[src/cmss_pkg.sv]
// ----------------------------------------------------------------------------
// Control mode switch supervisor package
// Shared types, register indexes and field widths for the supervisor block.
// ----------------------------------------------------------------------------
package cmss_pkg;

    // Field widths.
    localparam int unsigned TimeW  = 32;
    localparam int unsigned UncW   = 16;
    localparam int unsigned ErrW   = 16;
    localparam int unsigned LimW   = 15;
    localparam int unsigned WinW   = 16;
    localparam int unsigned SqW    = 2 * ErrW;
    localparam int unsigned LimSqW = 2 * LimW;

    // Configuration port.
    localparam int unsigned AddrW = 5;
    localparam int unsigned DataW = 32;

    // Register indexes on the configuration port.
    typedef enum logic [2:0] {
        REG_UNC_LIMIT  = 3'd0,
        REG_EVAL_WIN   = 3'd1,
        REG_MON_WIN    = 3'd2,
        REG_ANGLE_LIM  = 3'd3,
        REG_SPEED_LIM  = 3'd4
    } t_reg_idx;

    // Register reset values.
    localparam logic [UncW-1:0] UncLimitRst = 16'd128;
    localparam logic [WinW-1:0] EvalWinRst  = 16'd2000;
    localparam logic [WinW-1:0] MonWinRst   = 16'd5000;
    localparam logic [LimW-1:0] AngleLimRst = 15'd2145;
    localparam logic [LimW-1:0] SpeedLimRst = 15'd1280;

    // Control modes.
    typedef enum logic {
        MODE_CASCADE  = 1'b0,
        MODE_FEEDBACK = 1'b1
    } t_mode;

    // Switching phases.
    typedef enum logic [1:0] {
        PH_STABLE  = 2'd0,
        PH_EVAL    = 2'd1,
        PH_SWITCH  = 2'd2,
        PH_MONITOR = 2'd3
    } t_phase;

    // Per-item check results handed from the check stage to the state stage.
    typedef struct packed {
        logic [SqW-1:0] sq_north;
        logic [SqW-1:0] sq_east;
        logic [SqW-1:0] sq_down;
        logic           angle_ok;
        logic           unc_ok;
    } t_chk;

endpackage

[src/control_mode_switch_supervisor_unit.sv]
// ----------------------------------------------------------------------------
// Control mode switch supervisor
// Chooses between cascade control and state feedback from estimator health,
// uncertainty and the current tracking errors.
// ----------------------------------------------------------------------------
// Every item is one supervisor tick and produces exactly one result. The
// block is a three-stage pipeline: an input register, a check stage holding
// the attitude and uncertainty flags and the squared velocity components, and
// a state stage that sums the squares, updates the mode, phase and start
// times, and loads the output register. It accepts one item per cycle while
// o_stall is low; each result is held in the output register while the
// output side stalls. The configuration registers sit on an APB port at
// byte addresses 0, 4, 8, 12 and 16 and are to be written only while no item
// is in flight.
module control_mode_switch_supervisor_unit (
    input  logic                              i_clk,
    input  logic                              i_rst_n,
    // Input item channel.
    input  logic                              i_valid,
    output logic                              o_stall,
    input  logic [cmss_pkg::TimeW-1:0]        i_now_ms,
    input  logic                              i_health_ok,
    input  logic [cmss_pkg::UncW-1:0]         i_uncertainty,
    input  logic signed [cmss_pkg::ErrW-1:0]  i_roll_error,
    input  logic signed [cmss_pkg::ErrW-1:0]  i_pitch_error,
    input  logic signed [cmss_pkg::ErrW-1:0]  i_vel_error_north,
    input  logic signed [cmss_pkg::ErrW-1:0]  i_vel_error_east,
    input  logic signed [cmss_pkg::ErrW-1:0]  i_vel_error_down,
    // Result item channel.
    output logic                              o_valid,
    input  logic                              i_stall,
    output logic                              o_active_mode,
    output logic [1:0]                        o_switch_phase,
    output logic                              o_switched,
    // Configuration port.
    input  logic                              psel,
    input  logic                              penable,
    input  logic                              pwrite,
    input  logic [cmss_pkg::AddrW-1:0]        paddr,
    input  logic [cmss_pkg::DataW-1:0]        pwdata,
    output logic [cmss_pkg::DataW-1:0]        prdata,
    output logic                              pready
);
    import cmss_pkg::*;

    // ------------------------------------------------------------------------
    // Configuration registers
    // ------------------------------------------------------------------------
    logic [UncW-1:0]   r_unc_limit;
    logic [WinW-1:0]   r_eval_win;
    logic [WinW-1:0]   r_mon_win;
    logic [LimW-1:0]   r_angle_lim;
    logic [LimW-1:0]   r_speed_lim;
    logic [LimSqW-1:0] r_speed_sq;
    logic              cfg_wr;
    t_reg_idx          cfg_idx;

    assign pready  = 1'b1;
    assign cfg_wr  = psel && penable && pwrite;
    assign cfg_idx = t_reg_idx'(paddr[AddrW-1:2]);

    // Register writes keep only the width of each register.
    always_ff @(posedge i_clk) begin
        if (!i_rst_n) begin
            r_unc_limit <= UncLimitRst;
            r_eval_win  <= EvalWinRst;
            r_mon_win   <= MonWinRst;
            r_angle_lim <= AngleLimRst;
            r_speed_lim <= SpeedLimRst;
        end else if (cfg_wr) begin
            unique case (cfg_idx)
                REG_UNC_LIMIT: r_unc_limit <= pwdata[UncW-1:0];
                REG_EVAL_WIN:  r_eval_win  <= pwdata[WinW-1:0];
                REG_MON_WIN:   r_mon_win   <= pwdata[WinW-1:0];
                REG_ANGLE_LIM: r_angle_lim <= pwdata[LimW-1:0];
                REG_SPEED_LIM: r_speed_lim <= pwdata[LimW-1:0];
                default: begin
                end
            endcase
        end
    end

    // Squared speed limit, refreshed every cycle from the register.
    always_ff @(posedge i_clk) begin
        r_speed_sq <= LimSqW'(r_speed_lim) * LimSqW'(r_speed_lim);
    end

    // Read back.
    always_comb begin
        unique case (cfg_idx)
            REG_UNC_LIMIT: prdata = DataW'(r_unc_limit);
            REG_EVAL_WIN:  prdata = DataW'(r_eval_win);
            REG_MON_WIN:   prdata = DataW'(r_mon_win);
            REG_ANGLE_LIM: prdata = DataW'(r_angle_lim);
            REG_SPEED_LIM: prdata = DataW'(r_speed_lim);
            default:       prdata = '0;
        endcase
    end

    // ------------------------------------------------------------------------
    // Pipeline flow control
    // ------------------------------------------------------------------------
    logic r_v1;
    logic r_v2;
    logic r_ov;
    logic ov_free;
    logic s2_free;
    logic s1_free;
    logic adv1;
    logic adv2;
    logic acc_in;

    assign ov_free = !r_ov || !i_stall;
    assign adv2    = r_v2 && ov_free;
    assign s2_free = !r_v2 || ov_free;
    assign adv1    = r_v1 && s2_free;
    assign s1_free = !r_v1 || s2_free;
    assign o_stall = !s1_free;
    assign acc_in  = i_valid && s1_free;
    assign o_valid = r_ov;

    always_ff @(posedge i_clk) begin
        if (!i_rst_n) begin
            r_v1 <= 1'b0;
            r_v2 <= 1'b0;
            r_ov <= 1'b0;
        end else begin
            if (s1_free) begin
                r_v1 <= i_valid;
            end
            if (s2_free) begin
                r_v2 <= adv1;
            end
            if (ov_free) begin
                r_ov <= adv2;
            end
        end
    end

    // ------------------------------------------------------------------------
    // Input register
    // ------------------------------------------------------------------------
    logic [TimeW-1:0]        r1_now;
    logic                    r1_health;
    logic [UncW-1:0]         r1_unc;
    logic signed [ErrW-1:0]  r1_roll;
    logic signed [ErrW-1:0]  r1_pitch;
    logic signed [ErrW-1:0]  r1_north;
    logic signed [ErrW-1:0]  r1_east;
    logic signed [ErrW-1:0]  r1_down;

    always_ff @(posedge i_clk) begin
        if (acc_in) begin
            r1_now    <= i_now_ms;
            r1_health <= i_health_ok;
            r1_unc    <= i_uncertainty;
            r1_roll   <= i_roll_error;
            r1_pitch  <= i_pitch_error;
            r1_north  <= i_vel_error_north;
            r1_east   <= i_vel_error_east;
            r1_down   <= i_vel_error_down;
        end
    end

    // ------------------------------------------------------------------------
    // Check stage
    // ------------------------------------------------------------------------
    t_chk             chk;
    t_chk             r2_chk;
    logic [TimeW-1:0] r2_now;
    logic             r2_health;

    cmss_check u_check (
        .i_roll_error      (r1_roll),
        .i_pitch_error     (r1_pitch),
        .i_vel_error_north (r1_north),
        .i_vel_error_east  (r1_east),
        .i_vel_error_down  (r1_down),
        .i_uncertainty     (r1_unc),
        .i_unc_limit       (r_unc_limit),
        .i_angle_limit     (r_angle_lim),
        .o_chk             (chk)
    );

    always_ff @(posedge i_clk) begin
        if (adv1) begin
            r2_chk    <= chk;
            r2_now    <= r1_now;
            r2_health <= r1_health;
        end
    end

    // ------------------------------------------------------------------------
    // State stage
    // ------------------------------------------------------------------------
    t_phase           r_phase;
    t_phase           n_phase;
    t_mode            r_mode;
    t_mode            n_mode;
    logic [TimeW-1:0] r_eval_start;
    logic [TimeW-1:0] n_eval_start;
    logic [TimeW-1:0] r_switch_start;
    logic [TimeW-1:0] n_switch_start;
    logic             n_switched;
    logic [SqW-1:0]   speed_sq;
    logic             speed_ok;
    logic             safe;
    logic             fit_ok;
    logic [TimeW-1:0] eval_elapsed;
    logic [TimeW-1:0] mon_elapsed;

    // The sum of three squares of 2^15 at most stays below 2^32.
    assign speed_sq     = r2_chk.sq_north + r2_chk.sq_east + r2_chk.sq_down;
    assign speed_ok     = speed_sq < SqW'(r_speed_sq);
    assign safe         = r2_chk.angle_ok && speed_ok && r2_health;
    assign fit_ok       = r2_health && r2_chk.unc_ok;
    assign eval_elapsed = r2_now - r_eval_start;
    assign mon_elapsed  = r2_now - r_switch_start;

    // Next phase, mode and start times for the item in this stage.
    always_comb begin
        n_phase        = r_phase;
        n_mode         = r_mode;
        n_eval_start   = r_eval_start;
        n_switch_start = r_switch_start;
        n_switched     = 1'b0;
        unique case (r_phase)
            PH_STABLE: begin
                if ((r_mode == MODE_CASCADE && fit_ok) ||
                    (r_mode == MODE_FEEDBACK && !fit_ok)) begin
                    n_phase      = PH_EVAL;
                    n_eval_start = r2_now;
                end
            end
            PH_EVAL: begin
                if (eval_elapsed > TimeW'(r_eval_win)) begin
                    if (safe) begin
                        n_phase        = PH_SWITCH;
                        n_switch_start = r2_now;
                    end else begin
                        n_phase = PH_STABLE;
                    end
                end
            end
            PH_SWITCH: begin
                n_mode     = t_mode'(~r_mode);
                n_switched = 1'b1;
                n_phase    = PH_MONITOR;
            end
            PH_MONITOR: begin
                if (mon_elapsed > TimeW'(r_mon_win)) begin
                    n_phase = PH_STABLE;
                end
            end
            default: begin
                n_phase = PH_STABLE;
            end
        endcase
    end

    // State register, advanced once per item.
    always_ff @(posedge i_clk) begin
        if (!i_rst_n) begin
            r_phase        <= PH_STABLE;
            r_mode         <= MODE_CASCADE;
            r_eval_start   <= '0;
            r_switch_start <= '0;
        end else if (adv2) begin
            r_phase        <= n_phase;
            r_mode         <= n_mode;
            r_eval_start   <= n_eval_start;
            r_switch_start <= n_switch_start;
        end
    end

    // ------------------------------------------------------------------------
    // Output register
    // ------------------------------------------------------------------------
    logic       r_o_mode;
    logic [1:0] r_o_phase;
    logic       r_o_switched;

    always_ff @(posedge i_clk) begin
        if (adv2) begin
            r_o_mode     <= n_mode;
            r_o_phase    <= n_phase;
            r_o_switched <= n_switched;
        end
    end

    assign o_active_mode  = r_o_mode;
    assign o_switch_phase = r_o_phase;
    assign o_switched     = r_o_switched;

endmodule

[src/cmss_check.sv]
// ----------------------------------------------------------------------------
// Supervisor check logic
// Takes the registered item fields and forms the attitude and uncertainty
// flags and the three squared velocity error components.
// ----------------------------------------------------------------------------
module cmss_check (
    input  logic signed [cmss_pkg::ErrW-1:0] i_roll_error,
    input  logic signed [cmss_pkg::ErrW-1:0] i_pitch_error,
    input  logic signed [cmss_pkg::ErrW-1:0] i_vel_error_north,
    input  logic signed [cmss_pkg::ErrW-1:0] i_vel_error_east,
    input  logic signed [cmss_pkg::ErrW-1:0] i_vel_error_down,
    input  logic        [cmss_pkg::UncW-1:0] i_uncertainty,
    input  logic        [cmss_pkg::UncW-1:0] i_unc_limit,
    input  logic        [cmss_pkg::LimW-1:0] i_angle_limit,
    output cmss_pkg::t_chk                   o_chk
);
    import cmss_pkg::*;

    // Magnitude of a signed error; the most negative value maps to 2^15.
    function automatic logic [ErrW-1:0] mag(input logic signed [ErrW-1:0] x);
        logic [ErrW-1:0] u;
        u = x;
        return x[ErrW-1] ? (~u + 1'b1) : u;
    endfunction

    logic [ErrW-1:0] roll_mag;
    logic [ErrW-1:0] pitch_mag;
    logic [ErrW-1:0] north_mag;
    logic [ErrW-1:0] east_mag;
    logic [ErrW-1:0] down_mag;

    assign roll_mag  = mag(i_roll_error);
    assign pitch_mag = mag(i_pitch_error);
    assign north_mag = mag(i_vel_error_north);
    assign east_mag  = mag(i_vel_error_east);
    assign down_mag  = mag(i_vel_error_down);

    // Attitude and uncertainty compares plus the three squares.
    always_comb begin
        o_chk.angle_ok = (roll_mag < {1'b0, i_angle_limit}) &&
                         (pitch_mag < {1'b0, i_angle_limit});
        o_chk.unc_ok   = i_uncertainty < i_unc_limit;
        o_chk.sq_north = SqW'(north_mag) * SqW'(north_mag);
        o_chk.sq_east  = SqW'(east_mag) * SqW'(east_mag);
        o_chk.sq_down  = SqW'(down_mag) * SqW'(down_mag);
    end

endmodule

[config.mk]
export PLATFORM = sky130hd
export DESIGN_NAME = control_mode_switch_supervisor_unit
export DESIGN_NICKNAME = d
export VERILOG_FILES = /design/src/cmss_pkg.sv /design/src/control_mode_switch_supervisor_unit.sv /design/src/cmss_check.sv
export SDC_FILE = /design/constraint.sdc
export NUM_CORES = 2
export LEC_CHECK = 0
export ABC_AREA = 0
export BUFFER_PORTS_ARGS = -buffer_cell sky130_fd_sc_hd__buf_2
export CAP_MARGIN = 40
export CORE_MARGIN = 2
export CORE_UTILIZATION = 61
export DETAILED_ROUTE_END_ITERATION = 8
export GPL_TIMING_DRIVEN = 0
export PLACE_DENSITY = 0.79
export SYNTH_ARGS = -nofsm -noshare
export SYNTH_HDL_FRONTEND = slang
export SYNTH_SLANG_ARGS = --single-unit
[constraint.sdc]
create_clock -name i_clk -period 15.8 [get_ports i_clk]
set_input_delay 3.16 -clock i_clk [delete_from_list [all_inputs] [get_ports i_clk]]
set_output_delay 3.16 -clock i_clk [all_outputs]
set_load 0.02 [all_outputs]
### Word-level counts from Yosys, hierarchy flattened

Index checks and enable logic that the tools add are counted.

* register bits: 442
* output and inout bits: 39
* word-level logic and storage cells: 106

* $add $sub $neg: 9
* $mul: 4
* $lt $le $gt $ge: 6
* equal/unequal tests: 7
* mux-type cells: 13
* bitwise gates (word level): 6
* reduce and logical (&&, ||, !) cells: 30

Operators with widths (number)
* multiplier 16 x 16 -> 32 bit: 3
* adder 16 x 1 -> 16 bit, second input constant: 5
* 2-to-1 mux 16 bit: 5
* inverter 16 bit: 5
* case mux 16 bit (5 select lines): 1
* adder 32 bit: 2
* > comparator 32 x 16 -> 1 bit: 2
* subtractor 32 bit: 2
* less-than comparator 16 x 15 -> 1 bit: 2
* less-than comparator 32 x 30 -> 1 bit: 1
* multiplier 15 x 15 -> 30 bit: 1
* less-than comparator 16 bit: 1
* logical AND 1 bit: 11
* AND reduction 2 bit: 5
* 2-to-1 mux 2 bit: 4
* case mux 2 bit (4 select lines): 1
* equality test 3 x 2 -> 1 bit, second input constant: 2
* logical NOT 1 bit: 6
* equality test 2 bit, second input constant: 2
* logical OR 1 bit: 4
* AND reduction 4 bit: 1
* equality test 3 x 1 -> 1 bit, second input constant: 1
* equality test 3 bit, second input constant: 1
* logical NOT 3 bit: 1
* 5 further kinds: 6

### Longest topological paths before layout

* word-level depth: 8
* depth in mapped cells: 33
* gate-level depth less buffers: 32

### Cells and area by module

From an unflattened synthesis, not the netlist that was laid out.

* cell total of the unflattened synthesis: 5624
* area total of the unflattened synthesis: 52268.9 µm²

By module, submodules not included
* control_mode_switch_supervisor_unit: times used 1, cells each 2799, area an instance 28344.7 µm²
* cmss_check: times used 1, cells each 2825, area an instance 23924.2 µm²

### Worst setup path before layout

No wires, ideal clock.

* path kind: input port to flip-flop
* start point: in i_stall
* end point: reg r1_down[0] (enable)
* setup time: 0.631 ns
* arrival: 9.268 ns
* data required time: 15.169 ns
* setup slack: 5.901 ns
* stages: 3
* cells stage by stage: and3_1 -> and2_1 -> nor2b_1

* cells in the longest elaborated chain, start to end: 5

Ends and longest elaborated chain
* from (decl): line control_mode_switch_supervisor_unit.sv:31 `input logic i_stall,`
* logical NOT 1 bit: line control_mode_switch_supervisor_unit.sv:113 `assign ov_free = !r_ov || !i_stall;`
* logical OR 1 bit: line control_mode_switch_supervisor_unit.sv:113
* logical OR 1 bit: line control_mode_switch_supervisor_unit.sv:115 `assign s2_free = !r_v2 || ov_free;`
* logical OR 1 bit: line control_mode_switch_supervisor_unit.sv:117 `assign s1_free = !r_v1 || s2_free;`
* logical AND 1 bit: line control_mode_switch_supervisor_unit.sv:119 `assign acc_in = i_valid && s1_free;`
* via acc_in: line control_mode_switch_supervisor_unit.sv:111 `logic acc_in;`
* to (signal assigned): line control_mode_switch_supervisor_unit.sv:161 `r1_down <= i_vel_error_down;`
* to (decl): line control_mode_switch_supervisor_unit.sv:150 `logic signed [ErrW-1:0] r1_down;`

The timed path passes the listed nets, and every way through them passes these cells.
A chain may end at the register's enable or synchronous reset.

==> impl_metrics.toml <==
[run_status]
outcome = "complete, no violations"

[placed_design]
dp_hpwl_um = 102800
placed_cells = 6723
gp_congestion = 0.9511
placed_cell_area_mm2 = 0.05365
io_buffers = 175
pre_cts_ws_ns = 5.565

[detailed_routing]
first_pass_iters = 6
viasPerCell = 5.669
ant_nets = 0
drt_iter0_markers = 2311
wl_per_cell_um = 18.28
routed_wl_um = 124600
dr_total_vias = 38650
drcViolationCount = 0

[sta]
rsz0062_at_grt = "false"
min_period_ns = 10.60
worstMarginPinSlew_ns = 0.9609
period_share = 0.6707
hold_viol = 0
fmax_mhz = 94.37
setup_viol = 0
clock-skew-final_ns = 0.04003
slew_viol_final = 0
timing.setup.tns_ns = 0
setup_slack_ns = 5.203
slew_headroom = 0.3573

[final_layout]
synthToLayoutAreaGrowth_pct = 8.893
diodes = 0
layout.cells.non_filler = 6818
fin_area_mm2 = 0.05546
regArea_mm2 = 0.01138
fillCellCount = 6422
drive_above_1_share = 0.05932
multi_input_area_mm2 = 0.03517
nets = 7118

[grt]
grt_first_pass_wirelength_um = 202900
grt_max_degree = 35
track_usage = 0.2968
grt_pass1_vias = 40280
antenna_found_initial = 1
grt_overflow = 0

[run]
drv_cap = 0

[clock_network]
cts_tree = "done"
cts_htree_levels = 2
clk_path_buf_depth = 3
insertion_delay_ns = 0.64
hold_buffers = 0
cts_setup_buffers = 0
clk_pin_slew_ns = 0.06
numCtsBuffers = 52
clockRootBuffer = "clkbuf_16"
cts_resized = 0
cts.sinks = 438

[yosys]
syn_area_per_cell_um2 = 9.428
muxShareOfSynthArea = 0.002088
synth_area_mm2 = 0.05093
synth_warnings = 0
synth_top_area_cell = "fa_1"
ys_seq_elements = 438
synth_edf_count = 261
yosysTopAreaCellShare = 0.2594
synth_async_sr_flop_share = 0
synth_top_family_by_area = "adder cells"
synth-compound-area-share = 0.1194
synth-simple-area-share = 0.1164
synth_ff_type = "edfxtp_1"
yosysSeqAreaShare = 0.2235
synth_fa_ha_area_frac = 0.4014
synth.area.top_cells = "fa_1 26%, edfxtp_1 15%, ha_1 14%, inv_1 7.5%, dfxtp_1 7.0%"
netlist_instances = 5402
synth-xor-area-share = 0.04712
yosysUniqueCellTypes = 81

[worst_setup_path]
start_kind = "flip-flop"
crit_top_cell = "fa_1"
required_ns = 16.19
worstSetupPathType = "reg2reg"
crit_arrival_ns = 10.99
critPathSlowestCell = "xor2_1"
reg2regPathDepth = 31
crit_fanout = 11
slowest_delay_ns = 0.78
critPathCaptureType = "flip-flop"

[floorplanning]
pin_count = 212
fp.dieW_um = 293.0
die_h_um = 293.0
core-area_mm2 = 0.08237
initial_core_util = 0.6183
dieArea_mm2 = 0.08582
rows = 105

[hold_path]
hold_depth = 0
hold_path.class = "reg2reg"
[flip-flops by register name, indices dropped and copies added (netlist names), 16 cells and up]
| signal | count |
|---|---|
| r1_roll | 16 |
| r2_chk | 95 |
| r1_pitch | 16 |
| r1_down | 16 |
| r_mon_win | 16 |
| r1_unc | 16 |
| r2_now | 32 |
| r_switch_start | 32 |
| r1_north | 16 |
| r_eval_start | 32 |
| r_eval_win | 16 |
| r1_now | 32 |
| r_speed_sq | 29 |
| r1_east | 16 |
| r_unc_limit | 16 |
[cell usage in the layout (no fill, tap or decap), drive strengths merged, types with 177 or more instances in the layout]
cell / netlist / final
dfxtp: 177 / 177
nor2: 324 / 324
fa: 660 / 660
a21oi: 230 / 230
clkbuf: 129 / 199
ha: 578 / 578
buf: 27 / 226
xnor2: 191 / 191
edfxtp: 261 / 261
nand2: 573 / 573
inv: 1023 / 1027
[Yosys cell counts, types with 46 or more instances]
master,count
a21oi_1,230
ha_1,578
xnor2_1,191
o21a_1,46
nor3_1,46
inv_1,1021
clkbuf_1,129
fa_1,660
edfxtp_1,261
xor2_1,83
nand2b_1,51
a21boi_0,95
nand3_1,87
a21o_1,138
dfxtp_1,177
o21ai_0,137
nand2_1,573
and2_1,79
nor2_1,324
[cell type report]
type | instances | share of cell area
timing repair buffer | 200 | 0.02105
clock inverter | 25 | 0.006249
sequential | 438 | 0.2052
multi-input combinational | 3817 | 0.6342
buffer | 156 | 0.01218
clock buffer | 70 | 0.02651
inverter | 1042 | 0.07052
tap | 1070 | 0.02414
[metrics by stage]
step	util	hold WS, ns
final	0.6733	0.4131
after global routing	0.6733	0.4192
after CTS	0.6733	0.4162
after detailed placement	0.6512	0.4045
after global placement	0.6475	0.4038
after floorplan	-	0.4003
[worst max-delay path: cells and delay by family (launching register included)]
family | cells | cell delay (ns)
flops | 1 | 0.73
xor+xnor | 2 | 0.91
fa+ha+maj | 8 | 3.79
buf+inv | 8 | 1.90
simple gates | 4 | 0.98
compound gates | 9 | 2.02
[worst paths after layout]
check              startpoint          to  slack [ns]
setup / recovery  r1_north[0]  r2_chk[96]        5.20
hold / removal     r1_now[26]  r2_now[26]        0.41
setup reg to reg  r1_north[0]  r2_chk[96]        5.20
hold reg to reg    r1_now[26]  r2_now[26]        0.41
[cells by family (layout without fill, tap and decap cells)]
family	count (synthesis)	after routing
compound gates	923	923
xor+xnor	274	274
fa+ha+maj	1238	1238
buf+inv	1198	1493
flops	438	438
mux	9	9
other cells	2	53
simple gates	1320	1320
[per-layer routing]
layer	vias up	routed length [um]	global-route usage	share of wire
met1	18910	48740	0.3590	0.39
li1	18140	-	-	-
met3	358	7443	0.04032	0.060
met5	-	12	0	0.000096
met2	1251	61690	0.5230	0.49
met4	2	6753	0.1432	0.054
Power is left out: the tool's default activity adds up to more than one toggle a clock period on the data nets, which glitch-free logic cannot reach.
